$ cat src/hw/rtl/tti_pkg.sv
// ----------------------------------------------------------------------------
// tti_pkg
// Shared constants, types and helpers for the thermistor table interpolator.
// ----------------------------------------------------------------------------
package tti_pkg;

   localparam int unsigned ROM_SIZE          = 111;
   localparam int unsigned ROM_ADDR_W        = $clog2(ROM_SIZE);
   localparam int unsigned TABLE_ENTRIES_DEF = 111;
   localparam int unsigned FRACTION_BITS_DEF = 8;
   localparam int          FIRST_DEGREE      = -25;
   localparam logic [15:0] VOLTAGE_LIMIT     = 16'd33000;

   typedef enum logic [1:0] {
      ST_IDLE,
      ST_SEARCH,
      ST_DIVIDE,
      ST_FINISH
   } state_type;

   typedef enum logic [1:0] {
      STATUS_OK   = 2'd0,
      STATUS_HIGH = 2'd1,
      STATUS_LOW  = 2'd2
   } status_type;

   typedef struct packed {
      logic busy;
      logic done;
   } div_status_type;

   // Whole degree of table row idx in fixed point, wrapped to 16 bits.
   function automatic logic [15:0] deg_fixed(logic [7:0] idx, int unsigned fb);
      logic [15:0] d;
      d = 16'(FIRST_DEGREE) + 16'(idx);
      return d << fb;
   endfunction

endpackage

$ cat src/hw/rtl/tti_rom.sv
// ----------------------------------------------------------------------------
// tti_rom
// Voltage table, one entry per degree from -25 to 85 C, falling order.
// Synchronous read: the data is registered and valid the cycle after the address.
// ----------------------------------------------------------------------------
module tti_rom #(
   parameter int unsigned ADDR_W = tti_pkg::ROM_ADDR_W
) (
   input  logic              clock,
   input  logic [ADDR_W-1:0] rd_addr,
   output logic [15:0]       rd_data
);

   localparam logic [15:0] VOLTS [tti_pkg::ROM_SIZE] = '{
      16'd31038, 16'd30915, 16'd30787, 16'd30652, 16'd30510, 16'd30362,
      16'd30207, 16'd30045, 16'd29875, 16'd29698, 16'd29514, 16'd29322,
      16'd29121, 16'd28913, 16'd28697, 16'd28473, 16'd28240, 16'd27999,
      16'd27750, 16'd27493, 16'd27227, 16'd26954, 16'd26672, 16'd26382,
      16'd26085, 16'd25779, 16'd25466, 16'd25145, 16'd24817, 16'd24482,
      16'd24141, 16'd23793, 16'd23439, 16'd23080, 16'd22715, 16'd22345,
      16'd21970, 16'd21592, 16'd21210, 16'd20824, 16'd20436, 16'd20045,
      16'd19652, 16'd19258, 16'd18863, 16'd18468, 16'd18072, 16'd17677,
      16'd17283, 16'd16891, 16'd16500, 16'd16111, 16'd15725, 16'd15342,
      16'd14963, 16'd14587, 16'd14215, 16'd13848, 16'd13485, 16'd13128,
      16'd12775, 16'd12428, 16'd12087, 16'd11752, 16'd11422, 16'd11099,
      16'd10782, 16'd10472, 16'd10168, 16'd9870,  16'd9580,  16'd9295,
      16'd9018,  16'd8747,  16'd8482,  16'd8224,  16'd7973,  16'd7729,
      16'd7491,  16'd7259,  16'd7034,  16'd6815,  16'd6603,  16'd6396,
      16'd6195,  16'd6000,  16'd5811,  16'd5628,  16'd5450,  16'd5277,
      16'd5110,  16'd4948,  16'd4792,  16'd4640,  16'd4493,  16'd4350,
      16'd4212,  16'd4078,  16'd3949,  16'd3823,  16'd3702,  16'd3585,
      16'd3472,  16'd3362,  16'd3256,  16'd3153,  16'd3054,  16'd2958,
      16'd2866,  16'd2776,  16'd2689
   };

   logic [15:0] rd_data_ff;

   always_ff @(posedge clock) begin
      rd_data_ff <= VOLTS[tti_pkg::ROM_ADDR_W'(rd_addr)];
   end

   assign rd_data = rd_data_ff;

endmodule

$ cat src/hw/rtl/tti_div.sv
// ----------------------------------------------------------------------------
// tti_div
// Restoring fraction divider: (rem0 << FRAC_BITS) / divisor, rem0 < divisor.
// One quotient bit per cycle.
// ----------------------------------------------------------------------------
module tti_div #(
   parameter int unsigned FRAC_BITS = tti_pkg::FRACTION_BITS_DEF
) (
   input  logic                         clock,
   input  logic                         reset,
   input  logic                         start,
   input  logic [15:0]                  rem0,
   input  logic [15:0]                  divisor,
   output tti_pkg::div_status_type      status,
   output logic [((FRAC_BITS > 0) ? FRAC_BITS : 1)-1:0] quotient
);

   localparam int unsigned QW    = (FRAC_BITS > 0) ? FRAC_BITS : 1;
   localparam int unsigned CNT_W = $clog2(FRAC_BITS + 2);

   logic             run_ff,  run_in;
   logic             done_ff, done_in;
   logic [CNT_W-1:0] cnt_ff,  cnt_in;
   logic [15:0]      rem_ff,  rem_in;
   logic [15:0]      dvs_ff,  dvs_in;
   logic [QW-1:0]    q_ff,    q_in;
   logic [16:0]      rem2;
   logic             take;

   always_comb begin
      run_in  = run_ff;
      done_in = 1'b0;
      cnt_in  = cnt_ff;
      rem_in  = rem_ff;
      dvs_in  = dvs_ff;
      q_in    = q_ff;
      rem2    = {rem_ff, 1'b0};
      take    = rem2 >= {1'b0, dvs_ff};
      if (start) begin
         run_in = 1'b1;
         cnt_in = CNT_W'(FRAC_BITS);
         rem_in = rem0;
         dvs_in = divisor;
         q_in   = '0;
      end else if (run_ff) begin
         if (cnt_ff == '0) begin
            run_in  = 1'b0;
            done_in = 1'b1;
         end else begin
            cnt_in = cnt_ff - CNT_W'(1);
            rem_in = take ? 16'(rem2 - {1'b0, dvs_ff}) : rem2[15:0];
            q_in   = QW'({q_ff, take});
         end
      end
   end

   always_ff @(posedge clock) begin
      if (reset) begin
         run_ff  <= 1'b0;
         done_ff <= 1'b0;
      end else begin
         run_ff  <= run_in;
         done_ff <= done_in;
      end
      cnt_ff <= cnt_in;
      rem_ff <= rem_in;
      dvs_ff <= dvs_in;
      q_ff   <= q_in;
   end

   assign status.busy = run_ff;
   assign status.done = done_ff;
   assign quotient    = q_ff;

endmodule

$ cat src/hw/rtl/thermistor_table_interpolator.sv
// From request to result: one ROM read per entry during the search,
// then the divider works out the fraction bits. One request in flight
// at a time, and the ROM search dominates the time per request.
// Reset: synchronous, clears the control state; the ROM needs no clearing.
// ----------------------------------------------------------------------------
// thermistor_table_interpolator
// Voltage to temperature by linear interpolation over a voltage table.
// ----------------------------------------------------------------------------
module thermistor_table_interpolator #(
   parameter int unsigned TABLE_ENTRIES = tti_pkg::TABLE_ENTRIES_DEF,
   parameter int unsigned FRACTION_BITS = tti_pkg::FRACTION_BITS_DEF
) (
   input  logic               clock,
   input  logic               reset,
   input  logic               req_valid,
   output logic               req_stall,
   input  logic [15:0]        req_voltage,
   output logic               rsp_valid,
   input  logic               rsp_stall,
   output logic signed [15:0] rsp_temperature,
   output logic [1:0]         rsp_status
);

   localparam int unsigned USED  = (TABLE_ENTRIES < tti_pkg::ROM_SIZE) ?
                                   TABLE_ENTRIES : tti_pkg::ROM_SIZE;
   localparam int unsigned IDX_W = $clog2(USED);
   localparam int unsigned QW    = (FRACTION_BITS > 0) ? FRACTION_BITS : 1;
   localparam logic [IDX_W-1:0] LAST = IDX_W'(USED - 1);

   tti_pkg::state_type      state_ff, state_in;
   tti_pkg::status_type     status_ff, status_in;
   tti_pkg::status_type     rsp_status_ff, rsp_status_in;
   logic [15:0]             volt_ff, volt_in;
   logic [IDX_W-1:0]        idx_ff, idx_in;
   logic [IDX_W-1:0]        seg_ff, seg_in;
   logic [15:0]             prev_ff, prev_in;
   logic [15:0]             temp_ff, temp_in;
   logic                    rsp_valid_ff, rsp_valid_in;
   logic [15:0]             rsp_temperature_ff, rsp_temperature_in;

   logic [IDX_W-1:0]        rd_addr;
   logic [15:0]             rd_data;
   logic                    found;
   logic                    out_free;
   logic                    div_start;
   logic [15:0]             div_rem0;
   logic [15:0]             div_divisor;
   tti_pkg::div_status_type div_st;
   logic [QW-1:0]           div_q;

   tti_rom #(
      .ADDR_W (tti_pkg::ROM_ADDR_W)
   ) u_rom (
      .clock   (clock),
      .rd_addr (tti_pkg::ROM_ADDR_W'(rd_addr)),
      .rd_data (rd_data)
   );

   tti_div #(
      .FRAC_BITS (FRACTION_BITS)
   ) u_div (
      .clock    (clock),
      .reset    (reset),
      .start    (div_start),
      .rem0     (div_rem0),
      .divisor  (div_divisor),
      .status   (div_st),
      .quotient (div_q)
   );

   assign found    = rd_data <= volt_ff;
   assign out_free = !rsp_valid_ff || !rsp_stall;

   // Prefetch the next entry so the search compares one entry per cycle.
   always_comb begin
      if (state_ff == tti_pkg::ST_IDLE) begin
         rd_addr = '0;
      end else if (idx_ff == LAST) begin
         rd_addr = idx_ff;
      end else begin
         rd_addr = idx_ff + IDX_W'(1);
      end
   end

   always_comb begin
      state_in           = state_ff;
      status_in          = status_ff;
      volt_in            = volt_ff;
      idx_in             = idx_ff;
      seg_in             = seg_ff;
      prev_in            = prev_ff;
      temp_in            = temp_ff;
      rsp_valid_in       = rsp_valid_ff && rsp_stall;
      rsp_temperature_in = rsp_temperature_ff;
      rsp_status_in      = rsp_status_ff;
      div_start          = 1'b0;
      div_rem0           = prev_ff - volt_ff;
      div_divisor        = prev_ff - rd_data;
      unique case (state_ff)
         tti_pkg::ST_IDLE: begin
            if (req_valid) begin
               volt_in = req_voltage;
               idx_in  = '0;
               if (req_voltage > tti_pkg::VOLTAGE_LIMIT) begin
                  temp_in   = '0;
                  status_in = tti_pkg::STATUS_HIGH;
                  state_in  = tti_pkg::ST_FINISH;
               end else begin
                  state_in = tti_pkg::ST_SEARCH;
               end
            end
         end
         tti_pkg::ST_SEARCH: begin
            if (found) begin
               if (idx_ff == '0) begin
                  temp_in   = tti_pkg::deg_fixed(8'd0, FRACTION_BITS);
                  status_in = tti_pkg::STATUS_OK;
                  state_in  = tti_pkg::ST_FINISH;
               end else if (rd_data == volt_ff) begin
                  // input sits on the entry: a full degree, no divide
                  temp_in   = tti_pkg::deg_fixed(8'(idx_ff), FRACTION_BITS);
                  status_in = tti_pkg::STATUS_OK;
                  state_in  = tti_pkg::ST_FINISH;
               end else begin
                  seg_in    = idx_ff - IDX_W'(1);
                  div_start = 1'b1;
                  state_in  = tti_pkg::ST_DIVIDE;
               end
            end else if (idx_ff == LAST) begin
               temp_in   = '0;
               status_in = tti_pkg::STATUS_LOW;
               state_in  = tti_pkg::ST_FINISH;
            end else begin
               idx_in  = idx_ff + IDX_W'(1);
               prev_in = rd_data;
            end
         end
         tti_pkg::ST_DIVIDE: begin
            if (div_st.done) begin
               temp_in   = tti_pkg::deg_fixed(8'(seg_ff), FRACTION_BITS)
                           + 16'(div_q);
               status_in = tti_pkg::STATUS_OK;
               state_in  = tti_pkg::ST_FINISH;
            end
         end
         tti_pkg::ST_FINISH: begin
            if (out_free) begin
               rsp_valid_in       = 1'b1;
               rsp_temperature_in = temp_ff;
               rsp_status_in      = status_ff;
               state_in           = tti_pkg::ST_IDLE;
            end
         end
         default: begin
            state_in = tti_pkg::ST_IDLE;
         end
      endcase
   end

   always_ff @(posedge clock) begin
      if (reset) begin
         state_ff     <= tti_pkg::ST_IDLE;
         rsp_valid_ff <= 1'b0;
      end else begin
         state_ff     <= state_in;
         rsp_valid_ff <= rsp_valid_in;
      end
      status_ff          <= status_in;
      volt_ff            <= volt_in;
      idx_ff             <= idx_in;
      seg_ff             <= seg_in;
      prev_ff            <= prev_in;
      temp_ff            <= temp_in;
      rsp_temperature_ff <= rsp_temperature_in;
      rsp_status_ff      <= rsp_status_in;
   end

   assign req_stall       = state_ff != tti_pkg::ST_IDLE;
   assign rsp_valid       = rsp_valid_ff;
   assign rsp_temperature = $signed(rsp_temperature_ff);
   assign rsp_status      = rsp_status_ff;

   // One request in flight: the block stalls right after taking one.
   a_single_request: assert property (@(posedge clock) disable iff (reset)
      (req_valid && !req_stall) |=> req_stall)
      else $error("request accepted while another is in flight");

   // A segment handed to the divider always has a nonzero span.
   a_span_nonzero: assert property (@(posedge clock) disable iff (reset)
      div_start |-> (prev_ff > rd_data) && (prev_ff >= volt_ff))
      else $error("divider started on an empty or inverted segment");

   // Divider completion only while the sequencer waits for it.
   a_div_done_state: assert property (@(posedge clock) disable iff (reset)
      div_st.done |-> state_ff == tti_pkg::ST_DIVIDE)
      else $error("divider finished outside the divide phase");

   // An error result always carries a zero temperature.
   a_error_zero: assert property (@(posedge clock) disable iff (reset)
      (rsp_valid && rsp_status != tti_pkg::STATUS_OK) |-> rsp_temperature == 16'sd0)
      else $error("error result with nonzero temperature");

endmodule

$ cat config.mk
export PLATFORM = sky130hd
export DESIGN_NAME = thermistor_table_interpolator
export DESIGN_NICKNAME = d
export VERILOG_FILES = /design/src/hw/rtl/tti_pkg.sv /design/src/hw/rtl/tti_rom.sv /design/src/hw/rtl/tti_div.sv /design/src/hw/rtl/thermistor_table_interpolator.sv
export SDC_FILE = /design/constraint.sdc
export NUM_CORES = 1
export LEC_CHECK = 0
export BUFFER_PORTS_ARGS = -buffer_cell sky130_fd_sc_hd__buf_4
export CELL_PAD_IN_SITES_DETAIL_PLACEMENT = 1
export CELL_PAD_IN_SITES_GLOBAL_PLACEMENT = 2
export CORE_ASPECT_RATIO = 1.1
export CORE_MARGIN = 5
export CORE_UTILIZATION = 40
export DETAILED_ROUTE_END_ITERATION = 7
export GPL_TIMING_DRIVEN = 0
export PLACE_DENSITY_LB_ADDON = 0.12
export SYNTH_ARGS = -nofsm -noshare
export SYNTH_HDL_FRONTEND = slang
export SYNTH_SLANG_ARGS = --single-unit
$ cat constraint.sdc
create_clock -name clock -period 7.21 [get_ports clock]
set_input_delay 0 -clock clock [delete_from_list [all_inputs] [get_ports clock]]
set_output_delay 0 -clock clock [all_outputs]
set_load 0.05 [all_outputs]
### Yosys cells after proc, flatten, opt, wreduce, memory -nomap -nowiden

Memories as Yosys holds them, arrays and structs flattened. A register that Yosys moved wholly into a read port is not among the register bits.
Cells that the tools add are included.
W data, S select, Z words.

| word-level totals | value |
|---|---|
| word-level logic and storage cells | 114 |
| memories | 1 |
| bits in read-only memories | 2048 |
| input port bits | 20 |
| output and inout port bits | 20 |
| register bits after elaboration | 131 |

Memories:

| name | depth | width | rd ports | clocked after Yosys merged registers in | wr ports | RTL line | source |
|---|---|---|---|---|---|---|---|
| (no name shown) | 128 | 16 | 1 | 1 | 0 | tti_rom.sv:39 | `rd_data_ff <= VOLTS[tti_pkg::ROM_ADDR_W'(rd_addr)];` |

| cells by class | value |
|---|---|
| $lt $le $gt $ge | 3 |
| reductions and logical operators | 21 |
| add/sub/neg operators | 9 |
| eq/ne operators | 13 |
| multiplexer cells | 44 |
| bitwise operators | 7 |

Operators with widths:

| operator | number |
|---|---|
| $mux W16 | 11 |
| $pmux W16 S3 | 1 |
| $sub A16 B16 Y16 | 3 |
| $mux W7 | 4 |
| $mux W2 | 13 |
| $ge A17 B16 Y1 | 1 |
| $add A16 B8 Y16 | 1 |
| $add A6 B8 Y8 const A | 2 |
| $eq A16 B16 Y1 | 1 |
| $gt A16 B16 Y1 const B | 1 |
| $le A16 B16 Y1 | 1 |
| $pmux W7 S2 | 1 |
| $mux W1 | 12 |
| $ne A2 B2 Y1 const B | 4 |
| $not A7 Y8 | 1 |
| $pmux W2 S4 | 1 |
| $reduce_and A2 Y1 | 4 |
| $reduce_and A4 Y1 | 2 |
| $add A7 B1 Y7 const B | 1 |
| $eq A7 B7 Y1 const B | 1 |
| $logic_not A7 Y1 | 1 |
| $sub A7 B1 Y7 const B | 1 |
| $not A1 Y1 | 6 |
| $pmux W2 S3 | 1 |
| 16 further kinds | 22 |

### Longest topological paths before layout

| depth | value |
|---|---|
| depth in word-level cells | 7 |
| mapped depth | 17 |
| gate-level depth less buffers | 14 |

### Modules after synthesis

Synthesis repeated with hierarchy kept, for this count alone.

| second synthesis, totals | value |
|---|---|
| cell total of the unflattened synthesis | 1147 |
| area total of the unflattened synthesis | 10490.1 um2 |

By module, submodules not included:

| module | area an instance (um2) | instances | cells each | seq. area each (um2) |
|---|---|---|---|---|
| thermistor_table_interpolator | 5087.4 | 1 | 465 | 2522.4 |
| tti_div | 2788.9 | 1 | 285 | 1241.2 |
| tti_rom | 2613.8 | 1 | 397 | 300.3 |

### Worst setup path before layout

OpenSTA, ideal clock, no wires.

| path | value |
|---|---|
| path kind | register -> register |
| start point | register volt_ff[1] |
| end point | register status_ff[0], enable pin |
| arrival | 5.129 ns |
| path slack | 1.589 ns |
| setup time | 0.492 ns |
| cell stages (with the launch flop) | 10 |
| clock period less this slack | 5.621 ns |
| path through | edfxtp_1 -> inv_1 -> ha_1 -> nor2b_1 -> o211ai_1 -> a21oi_1 -> o31a_2 -> o21ba_1 -> a211o_2 -> a2111oi_0 |

| between the ends | value |
|---|---|
| cells in the longest elaborated chain, start to end | 3 |
| elaborated cells on any way between the ends | 5 |

Ends and longest elaborated chain:

| element | RTL line | source |
|---|---|---|
| start, declared | thermistor_table_interpolator.sv:33 | `logic [15:0] volt_ff, volt_in;` |
| start signal, assigned | thermistor_table_interpolator.sv:169 | `volt_ff <= volt_in;` |
| $le A16 B16 Y1 or $eq A16 B16 Y1 (tied branches) | thermistor_table_interpolator.sv:71, thermistor_table_interpolator.sv:119 |  |
| $ne A4 B4 Y1 (no line) or $ne A3 B3 Y1 (tied branches) | - |  |
| $reduce_and A6 Y1 (no line) * | - |  |
| end signal, assigned | thermistor_table_interpolator.sv:168 | `status_ff <= status_in;` |
| end, declared | thermistor_table_interpolator.sv:31 | `tti_pkg::status_type status_ff, status_in;` |

Every way passes the cells marked *; elsewhere a longest branch is shown, timed or not.
A chain may end at the register's enable or synchronous reset.

### Final worst setup path

| path | value |
|---|---|
| start point | register idx_ff[0] |
| end point | register u_rom.rd_data_ff[4], in the netlist u_rom.rd_data[4] |

| between the ends | value |
|---|---|
| cells in the longest elaborated chain, start to end | 4 |
| elaborated cells on any way between the ends | 5 |

Ends and longest elaborated chain:

| element | RTL line | source |
|---|---|---|
| start, declared | thermistor_table_interpolator.sv:34 | `logic [IDX_W-1:0] idx_ff, idx_in;` |
| start signal, assigned | thermistor_table_interpolator.sv:170 | `idx_ff <= idx_in;` |
| $add A7 B1 Y7 or $eq A7 B7 Y1 (tied branches) | thermistor_table_interpolator.sv:81, thermistor_table_interpolator.sv:78 |  |
| $mux W7 * | - |  |
| $mux W7 * | thermistor_table_interpolator.sv:76 | `if (state_ff == tti_pkg::ST_IDLE) begin` |
| $not A7 Y8 (not written as such) * | tti_rom.sv:39 |  |
| end, declared | tti_rom.sv:36 | `logic [15:0] rd_data_ff;` |

Marked as above.

==> impl_metrics.json <==
{
  "post_synth.cell_area_avg_um2": 9.001,
  "worst_ep_required_time_ns": 7.43,
  "grt_pass1_wl_mm": 57.28,
  "ys.flop_type": "edfxtp_1",
  "worstReg2RegStart": "idx_ff[0]",
  "wl_mm": 37.13,
  "io_pins": 40,
  "synth_top_area_share_pct": 32.69,
  "relSlewSlack_pct": 17.52,
  "vias": 9292,
  "final_cell_area_um2": 11920,
  "portBuffers": 39,
  "path_class": "flop to flop",
  "synth_nets": 1262,
  "cts_tree": "yes",
  "dpl-instance-area_um2": 11130,
  "ys_top_cells_by_count": "edfxtp_1 (113), nand2_1 (108), nor2_1 (105)",
  "rsz0062_at_grt": "no",
  "die_area_um2": 29270,
  "maxSlewViolCount": 0,
  "drive_above_1_share_pct": 10.45,
  "dr.first_iter.drc_count": 620,
  "cp-endpoint": "u_rom.rd_data[4]",
  "startpoint": "idx_ff[0]",
  "die_h_um": 178.9,
  "cts.path.max_buffers": 2,
  "clkLatencyLatePin_ns": 0.43,
  "rr_endpoint": "u_rom.rd_data[4]",
  "path_clk_slew_ns": 0.08,
  "cp_data_arrival_time_ns": 5.20,
  "synth_edf_count": 113,
  "yosysTopAreaCell": "edfxtp_1",
  "core_um2": 25420,
  "setup_violations": 0,
  "worst_slew_pin_slew_ns": 1.230,
  "cts-root-buf": "clkbuf_16",
  "post_synth_main_area_contributors": "edfxtp_1 (33%), ha_1 (10%), dfxtp_1 (6.2%)",
  "holdWs_ns": 0.2763,
  "multiInputGateArea_um2": 5776,
  "diodes": 0,
  "grt_max_degree": 26,
  "path_max_fanout": 10,
  "ys_warn_count": 0,
  "worst_setup_path_end_kind": "flop",
  "yosysMostFrequentCell": "edfxtp_1",
  "ant_nets": 0,
  "fin_util_pct": 46.90,
  "fp-row-count": 61,
  "numCtsBuffers": 17,
  "die_w_um": 163.6,
  "hpwl_mm": 28.36,
  "outcome": "finished clean",
  "grt-ovfl-total": 0,
  "post-route-period-util_pct": 69.01,
  "dr.pass1.iters": 5,
  "fmax_mhz": 201.0,
  "cts_htree_levels": 4,
  "cap_violations": 0,
  "postCtsSetupBuffers": 0,
  "syn-cell-area_um2": 10380,
  "yosysSeqAreaShare_pct": 38.87,
  "fillCellCount": 2967,
  "fin_nets": 1340,
  "drc_errors": 0,
  "avgViaCountPerCell": 5.844,
  "ys_ff_latch": 145,
  "antenna_found_initial": 0,
  "hp-class": "input port to flop",
  "r2r_slack_ns": 2.23,
  "grt_pass1_vias": 9735,
  "syn_inst": 1153,
  "synthArstFlopShare_pct": 0,
  "gp_congestion": 0.9812,
  "detail_route.wl_per_cell_um": 23.35,
  "fin_crit_ns": 4.976,
  "cts.repair.resized": 0,
  "rr_worst_depth": 17,
  "cts_sinks": 145,
  "area_growth_syn_to_layout_pct": 14.85,
  "synth_cell_types": 80,
  "holdBufCountCts": 18,
  "cp-start-kind": "flop",
  "initial_core_util_pct": 40.84,
  "finalHoldViolCount": 0,
  "seqCellArea_um2": 4034,
  "grt.total_usage_pct": 25.75,
  "skew_ns": 0.01826
}
[worst min path at each step]
stage / from / end / slack (ns) / cells after the start
after floorplan: reset / u_div.run_ff / 0.07 / 1
after global placement: req_voltage[1] / volt_ff[1] / 0.19 / 1
after detailed placement: req_voltage[15] / volt_ff[15] / 0.19 / 1
after CTS: req_valid / state_ff[0] / 0.26 / 4
after global routing: req_valid / state_ff[0] / 0.29 / 4
final: req_valid / state_ff[0] / 0.28 / 4
[metal layers]
metal	global-route usage [%]	wire, um	vias to the layer above	share of wire (%)
li1	-	-	4401	-
met1	30.00	15120	4506	41
met2	45.88	18420	267	50
met3	3.610	1482	118	4.0
met4	13.63	2100	0	5.7
met5	0	0	-	0
[registers in the layout, indices dropped and copies added (netlist names), 8 cells and up]
signal	count
prev_ff	15
rsp_temperature	16
temp_ff	16
u_div.dvs_ff	16
u_div.quotient	8
u_div.rem_ff	16
u_rom.rd_data	15
volt_ff	16
[kinds of logic after synthesis]
family	after synthesis	share of synthesized area, %
AOI/OAI and AO/OA	346	22.09
xor gates and xnor gates	51	4.304
adders and majority gates	89	10.95
buffers and inverters	139	5.582
DFF	145	38.87
muxes	10	1.097
and+or+nand+nor	373	17.12
[worst max-delay path, cell delays in order (launching register included)]
cell,delay (ns)
edfxtp_1,0.39
buf_2,0.21
inv_1,0.21
ha_1,0.20
and4b_4,0.29
nand3_4,0.12
xnor2_1,0.23
buf_2,0.27
nor2_1,0.52
inv_1,0.23
ha_1,0.34
clkbuf_1,0.46
clkbuf_1,0.57
nand2_1,0.11
o211ai_1,0.12
o21ai_0,0.12
a21oi_1,0.19
a31oi_1,0.17
[layout make-up]
class / count / area share (%)
multi-input combinational: 869 / 48.45
sequential: 145 / 33.84
timing repair buffer: 59 / 4.094
tap: 346 / 3.632
clock buffer: 17 / 3.569
buffer: 67 / 2.593
inverter: 72 / 2.267
clock inverter: 15 / 1.553
[through the flow]
step / setup slack [ns] / std cells / TNS, ns
final: 2.234 / 1590 / 0
after global routing: 2.048 / 1590 / 0
after CTS: 2.285 / 1590 / 0
after detailed placement: 2.291 / 1540 / 0
after global placement: -0.07319 / 1538 / -1.298
after floorplan: 1.589 / 1153 / 0
[placed cells by master (no fill, tap or decap), types with 7 or more instances in the layout]
master           n
nand2b_1        12
buf_4           47
nor3_1          36
clkbuf_1        33
ha_1            86
edfxtp_1       113
a221oi_1         7
dlygate4sd3_1   18
and2_1          18
o211ai_1        17
inv_1           70
a31oi_1         23
o21a_1          19
o22ai_1         11
nor2_1         105
clkbuf_16       17
a22oi_1          9
o21ai_0         67
a211oi_1        24
mux2i_1          8
xor2_1          18
nor2b_1         13
buf_2           28
nand2_1        108
xnor2_1         33
and3_1          11
o31a_1           7
or3_1            7
a21oi_1         87
nand3_1         24
a21o_1           8
dfxtp_1         32
Power is not shown: default switching activity piles up to over one toggle a cycle in this logic, so the estimate is an artifact.
